[config.mk]
export PLATFORM = sky130hd
export DESIGN_NAME = stream_pattern_deleter_unit
export DESIGN_NICKNAME = d
export VERILOG_FILES = /design/src/hw/rtl/spd_pkg.sv /design/src/hw/rtl/spd_cell.sv /design/src/hw/rtl/spd_out_fifo.sv /design/src/hw/rtl/stream_pattern_deleter_unit.sv
export SDC_FILE = /design/constraint.sdc
export NUM_CORES = 1
export LEC_CHECK = 0
export ABC_AREA = 0
export BUFFER_PORTS_ARGS = -buffer_cell sky130_fd_sc_hd__buf_2
export CAP_MARGIN = 20
export CORE_MARGIN = 4
export CORE_UTILIZATION = 53
export CTS_CLUSTER_DIAMETER = 100
export DETAILED_ROUTE_END_ITERATION = 16
export GPL_ROUTABILITY_DRIVEN = 1
export GPL_TIMING_DRIVEN = 0
export PLACE_DENSITY_LB_ADDON = 0.2
export RECOVER_POWER = 25
export SLEW_MARGIN = 20
export SYNTH_ARGS = -nofsm -noshare
export SYNTH_HDL_FRONTEND = slang
export SYNTH_SLANG_ARGS = --single-unit
[constraint.sdc]
create_clock -name clk -period 4.97 [get_ports clk]
set_clock_uncertainty 0.2 [all_clocks]
set_input_delay 0.497 -clock clk [delete_from_list [all_inputs] [get_ports clk]]
set_output_delay 0.497 -clock clk [all_outputs]
set_load 0.005 [all_outputs]
[src/hw/rtl/spd_pkg.sv]
`default_nettype none
package spd_pkg;

  localparam int SPD_BYTE_W = 8;
  localparam int SPD_MAX_PATTERN = 8;
  localparam int SPD_PAT_W = 64;
  localparam int SPD_LEN_W = 4;
  localparam int SPD_IDX_W = 2;

  localparam logic [SPD_IDX_W-1:0] SPD_REG_PATTERN = 2'd0;
  localparam logic [SPD_IDX_W-1:0] SPD_REG_LENGTH  = 2'd1;

  typedef struct packed {
    logic [SPD_BYTE_W-1:0] kept_byte;
    logic                  kept_valid;
    logic                  stream_last;
  } spd_result_t;

endpackage
`default_nettype wire

[src/hw/rtl/spd_cell.sv]
`default_nettype none
module spd_cell (
  input  wire                           clk,
  input  wire                           wr,
  input  wire                           shift,
  input  wire [spd_pkg::SPD_BYTE_W-1:0] text_byte,
  input  wire [spd_pkg::SPD_BYTE_W-1:0] nb_byte,
  input  wire [spd_pkg::SPD_BYTE_W-1:0] pat_byte,
  output logic [spd_pkg::SPD_BYTE_W-1:0] win_byte,
  output logic                          eq
);
  import spd_pkg::*;

  logic [SPD_BYTE_W-1:0] held;

  assign win_byte = wr ? text_byte : held;
  assign eq       = (win_byte == pat_byte);

  always_ff @(posedge clk) begin
    held <= shift ? nb_byte : win_byte;
  end

endmodule
`default_nettype wire

[src/hw/rtl/spd_out_fifo.sv]
`default_nettype none
module spd_out_fifo (
  input  wire                  clk,
  input  wire                  rst,
  input  wire                  push,
  input  wire spd_pkg::spd_result_t din,
  output logic                 full,
  output logic                 out_valid,
  input  wire                  out_ready,
  output spd_pkg::spd_result_t dout
);
  import spd_pkg::*;

  spd_result_t e0;
  spd_result_t e1;
  logic [1:0]  count;
  logic        pop;

  assign pop       = out_valid && out_ready;
  assign full      = (count == 2'd2);
  assign out_valid = (count != 2'd0);
  assign dout      = e0;

  always_ff @(posedge clk) begin
    if (rst) begin
      count <= 2'd0;
    end else begin
      if (push && !pop) begin
        count <= count + 2'd1;
      end else if (pop && !push) begin
        count <= count - 2'd1;
      end
    end
  end

  always_ff @(posedge clk) begin
    if (pop) begin
      if (push && count == 2'd1) begin
        e0 <= din;
      end else begin
        e0 <= e1;
        if (push) begin
          e1 <= din;
        end
      end
    end else if (push) begin
      if (count == 2'd0) begin
        e0 <= din;
      end else begin
        e1 <= din;
      end
    end
  end

endmodule
`default_nettype wire

[src/hw/rtl/stream_pattern_deleter_unit.sv]
`default_nettype none
// Output: a surviving byte is registered in the output queue and leaves from its head.
// Throughput: one byte per cycle when the output queue has room; an end-of-text byte with
// bytes left in the window starts a flush from the cell row before new input is taken.
// The output queue holds two results, so input continues while a result waits.
// Reset: synchronous, active high; empties the window, pattern 0, length 1.
module stream_pattern_deleter_unit #(
  parameter int MAX_PATTERN = spd_pkg::SPD_MAX_PATTERN
) (
  input  wire                            clk,
  input  wire                            rst,
  input  wire                            cfg_we,
  input  wire [spd_pkg::SPD_IDX_W-1:0]   cfg_index,
  input  wire [spd_pkg::SPD_PAT_W-1:0]   cfg_data,
  input  wire                            in_valid,
  output logic                           in_ready,
  input  wire [spd_pkg::SPD_BYTE_W-1:0]  text_byte,
  input  wire                            text_end,
  output logic                           out_valid,
  input  wire                            out_ready,
  output logic [spd_pkg::SPD_BYTE_W-1:0] kept_byte,
  output logic                           kept_valid,
  output logic                           stream_last
);
  import spd_pkg::*;

  localparam logic [SPD_LEN_W-1:0] MaxLen = SPD_LEN_W'(MAX_PATTERN);

  logic [SPD_PAT_W-1:0]  pattern;
  logic [SPD_LEN_W-1:0]  len;
  logic [SPD_LEN_W-1:0]  fill;
  logic [SPD_LEN_W-1:0]  fill_next;
  logic                  draining;
  logic                  draining_next;
  logic [SPD_LEN_W-1:0]  len_wr;

  logic [SPD_BYTE_W-1:0] win [MAX_PATTERN];
  logic [MAX_PATTERN-1:0] eq;
  logic                  accept;
  logic                  full_win;
  logic                  match;
  logic                  emit;
  logic                  shift;
  logic                  drain_pop;
  logic [SPD_LEN_W-1:0]  nf;
  logic                  fifo_full;
  logic                  push;
  spd_result_t           push_data;
  spd_result_t           head;

  assign accept    = in_valid && in_ready;
  assign in_ready  = !draining && !fifo_full;
  assign full_win  = ((fill + SPD_LEN_W'(1)) == len);
  assign emit      = accept && full_win && !match;
  assign drain_pop = draining && !fifo_full;
  assign shift     = emit || drain_pop;
  assign nf        = full_win ? (match ? '0 : len - SPD_LEN_W'(1)) : fill + SPD_LEN_W'(1);

  always_comb begin
    match = 1'b1;
    for (int k = 0; k < MAX_PATTERN; k++) begin
      if (SPD_LEN_W'(k) < len && !eq[k]) begin
        match = 1'b0;
      end
    end
  end

  genvar g;
  generate
    for (g = 0; g < MAX_PATTERN; g++) begin : g_cell
      logic [SPD_BYTE_W-1:0] nb;
      if (g == MAX_PATTERN - 1) begin : g_tail
        assign nb = text_byte;
      end else begin : g_mid
        assign nb = win[g+1];
      end
      spd_cell u_cell (
        .clk      (clk),
        .wr       (accept && fill == SPD_LEN_W'(g)),
        .shift    (shift),
        .text_byte(text_byte),
        .nb_byte  (nb),
        .pat_byte (pattern[SPD_BYTE_W*g +: SPD_BYTE_W]),
        .win_byte (win[g]),
        .eq       (eq[g])
      );
    end
  endgenerate

  always_comb begin
    push          = 1'b0;
    push_data     = '{kept_byte: win[0], kept_valid: 1'b1, stream_last: 1'b0};
    fill_next     = fill;
    draining_next = draining;
    if (accept) begin
      fill_next = nf;
      if (text_end) begin
        draining_next = (nf != '0);
        if (emit) begin
          push                  = 1'b1;
          push_data.stream_last = (nf == '0);
        end else if (nf == '0) begin
          push      = 1'b1;
          push_data = '{kept_byte: '0, kept_valid: 1'b0, stream_last: 1'b1};
        end
      end else begin
        push = emit;
      end
    end else if (drain_pop) begin
      push                  = 1'b1;
      push_data.stream_last = (fill == SPD_LEN_W'(1));
      fill_next             = fill - SPD_LEN_W'(1);
      draining_next         = (fill != SPD_LEN_W'(1));
    end
  end

  always_comb begin
    len_wr = cfg_data[SPD_LEN_W-1:0];
    if (len_wr == '0) begin
      len_wr = SPD_LEN_W'(1);
    end else if (len_wr > MaxLen) begin
      len_wr = MaxLen;
    end
  end

  always_ff @(posedge clk) begin
    if (rst) begin
      pattern  <= '0;
      len      <= SPD_LEN_W'(1);
      fill     <= '0;
      draining <= 1'b0;
    end else begin
      fill     <= fill_next;
      draining <= draining_next;
      if (cfg_we) begin
        case (cfg_index)
          SPD_REG_PATTERN: pattern <= cfg_data;
          SPD_REG_LENGTH: begin
            len  <= len_wr;
            fill <= '0;
          end
          default: ;
        endcase
      end
    end
  end

  spd_out_fifo u_out (
    .clk      (clk),
    .rst      (rst),
    .push     (push),
    .din      (push_data),
    .full     (fifo_full),
    .out_valid(out_valid),
    .out_ready(out_ready),
    .dout     (head)
  );

  assign kept_byte   = head.kept_byte;
  assign kept_valid  = head.kept_valid;
  assign stream_last = head.stream_last;

endmodule
`default_nettype wire

==> flow_metrics.tcl <==
set metrics [dict create \
    status "complete, no violations" \
    synth_cell_types 69 \
    vias 8382 \
    yosys.area.top_type "dfxtp_1" \
    path_class "flip-flop to flip-flop" \
    peakVddDrop_v 0.000330 \
    vias_per_cell 6.22 \
    insertion_delay_ns 0.44 \
    seq_area_frac_synth 0.404 \
    p_per_area_mw_per_mm2 553 \
    avgSynthCellArea_sq_um 8.28 \
    hold_viol_final 0 \
    hp-start "cfg_data[31]" \
    syn-num-nets 1105 \
    start_kind "flip-flop" \
    synth_seq_cells 159 \
    setup_viol 0 \
    synth_top_area_share 0.332 \
    route.detailed.drc 0 \
    gp_congestion 0.974 \
    ys.flop_type "dfxtp_1" \
    htree_levels 4 \
    syn_inst 1012 \
    p_leak_nw 3.90 \
    grt_max_degree 17 \
    place_area_sq_mm 0.00909 \
    hold_path_end "pattern[31]" \
    cts_buffers 17 \
    synth_edf_count 20 \
    layout_setup_ws_ns 0.113 \
    drt_iter0_markers 1285 \
    clockBufferDepth 2 \
    clock-sinks 159 \
    dp_cells 1310 \
    tightest_slew_ns 1.00 \
    antenna_found_initial 0 \
    hold_buffers 0 \
    slew_viol_final 0 \
    clk_pin_slew_worst_paths_ns 0.06 \
    fin_area_sq_mm 0.00982 \
    grt_use_total 0.296 \
    worstReg2RegStart "u_out.count[0]" \
    fin_setup_tns_ns 0 \
    drtAntennaViolNets 0 \
    worstPathRequired_ns 5.03 \
    cap_violations 0 \
    r2r_slack_ns 0.11 \
    die_x_microns 134 \
    core_sq_mm 0.0154 \
    routedWlPerCell_microns 19.9 \
    worstRegToRegCells 17 \
    synth.cell_area_sq_mm 0.00838 \
    row_count 45 \
    grt_first_pass_wirelength_microns 41900 \
    firstDrtPassIters 6 \
    drive_gt1_frac 0.160 \
    wl_microns 26800 \
    period_minus_slack_ns 4.86 \
    timing.fmax_mhz 206 \
    portBuffers 85 \
    grt_pass1_vias 7720 \
    cts_tree "yes" \
    ios 92 \
    dieArea_sq_mm 0.0179 \
    die_h_microns 134 \
    nets 1216 \
    hp-class "input port to flip-flop" \
    slew_headroom 0.330 \
    hold_depth 3 \
    hpwl_microns 19000 \
    cp.arrival_ns 4.92 \
    synth_warnings 0 \
    dp_slack_ns -0.192 \
    async_flop_share 0 \
    synthToLayoutAreaGrowth_pct 17.1 \
    worstPathMaxFanout 10 \
    root_buffer "clkbuf_16" \
    synth_area_leaders "dfxtp_1 (33%), nand2_1 (7.8%), a21oi_1 (7.6%), edfxtp_1 (7.2%), a222oi_1 (4.9%)" \
    min_period_over_period 0.977 \
    r2r_end "g_cell[4].u_cell.held[6]" \
    initial_core_util 0.545 \
    gr-total-overflow 0 \
    critPathCaptureType "flip-flop" \
    instances_no_fill 1347 \
    antennaDiodeCount 0 \
]
synthesized netlist by cell type (all sizes together), types with 12 or more instances:
cell    number
buf         13
ha          13
clkbuf      45
dfxtp      139
a21oi      127
xnor2       18
mux2i       12
nor2        38
mux2        15
edfxtp      20
o221a       16
xor2        32
nand3       23
nor3        13
inv         96
nor4        12
nand2      174
o22ai       42
a222oi      41
o21ai       23
worst max path at each step:
stage / from / end / slack [ns]
after floorplan: u_out.count[0] / u_out.e1[0] / 0.35
after global placement: u_out.count[0] / u_out.e1[4] / -0.74
after detailed placement: text_byte[3] / u_out.count[1] / -0.19
after CTS: u_out.count[0] / u_out.count[1] / 0.03
after global routing: u_out.count[0] / g_cell[4].u_cell.held[6] / -0.04
final: u_out.count[0] / g_cell[4].u_cell.held[6] / 0.11
sequential cells by signal, indices dropped and copies added, names as in the netlist:
register and flops:
g_cell.u_cell.held 64, pattern 64, u_out.dout 10, u_out.e1 10, fill 4, len 4
u_out.count 2, draining 1
worst max-delay path, cell delays in order, from the launching register on:
cell and delay (ns):
dfxtp_1 0.37, inv_1 0.08, ha_1 0.24, clkbuf_2 0.20, nand4bb_1 0.30, buf_2 0.26
nor2_4 0.22, a21oi_1 0.13, a221oi_2 0.33, nand4_1 0.27, or3_1 0.44, o32a_1 0.39
o21ai_4 0.25, o21ai_4 0.17, buf_6 0.20, buf_6 0.16, nor2_2 0.30, a222oi_1 0.16
placed cells by master, fill, tap and decap left out, types with 5 or more instances in the layout:
cell / n
nand3_1: 22
nand3b_1: 5
o221a_1: 10
o21ai_1: 7
mux2_2: 14
nor3_1: 13
o21ai_0: 14
edfxtp_1: 20
dfxtp_1: 139
o221ai_1: 7
nor4_1: 10
mux2i_1: 8
a21oi_1: 126
nor2_1: 31
xor2_1: 32
or3_1: 6
o22ai_1: 42
nand2b_1: 8
buf_2: 88
clkbuf_16: 17
a222oi_1: 41
o211ai_1: 6
buf_4: 6
inv_1: 96
ha_1: 13
clkbuf_1: 48
o221a_2: 6
xnor2_1: 18
nand2_1: 174
nor2_2: 5
where the power goes:
group          switching [W]  internal, W  total, W  leakage, nW
Clock               0.000543     0.000804   0.00135        0.284
Sequential          0.000223      0.00168   0.00191         1.33
Combinational        0.00128     0.000901   0.00218         2.29
Total                0.00204      0.00339   0.00543         3.90
through the flow:
step / total power (W) / hold slack [ns] / util
2_1_floorplan: 0.00339 / 0.236 / -
3_3_place_gp: 0.00391 / 0.244 / 0.590
3_5_place_dp: 0.00394 / 0.251 / 0.591
4_1_cts: 0.00530 / 0.0864 / 0.631
5_1_grt: 0.00572 / 0.0935 / 0.639
6_report: 0.00543 / 0.0941 / 0.639
area by class of cell:
type,instances,area (sq um)
clock inverters,13,160
repair buffers,93,473
flip-flops and latches,159,3380
fillers,1360,5550
multi-input cells,696,4480
inverters,99,372
plain buffers,57,249
clock buffers,19,443
well taps,211,264
per-layer routing:
layer	vias to the layer above	global-route usage	routed length, microns
li1	3878	-	-
met1	3919	0.403	11200
met2	502	0.453	11900
met3	83	0.0676	2760
met4	0	0.125	903
met5	-	0	0
repair_timing:
item,4_1_cts,5_1_grt
setup endpoints to repair,10,96
pin swaps,0,4
cloned,0,0
gates resized for setup,2,21
buffers inserted,0,6
logic make-up (layout without fill, tap and decap cells):
family | after synthesis | count (layout) | synth area share
compound gates | 293 | 293 | 0.238
buf+inv | 157 | 281 | 0.0740
flops | 159 | 159 | 0.404
fa+ha+maj | 13 | 13 | 0.0194
simple gates | 313 | 313 | 0.176
xor+xnor | 50 | 50 | 0.0522
mux | 27 | 27 | 0.0369
No activity file was read; power rests on OpenSTA's default activity.
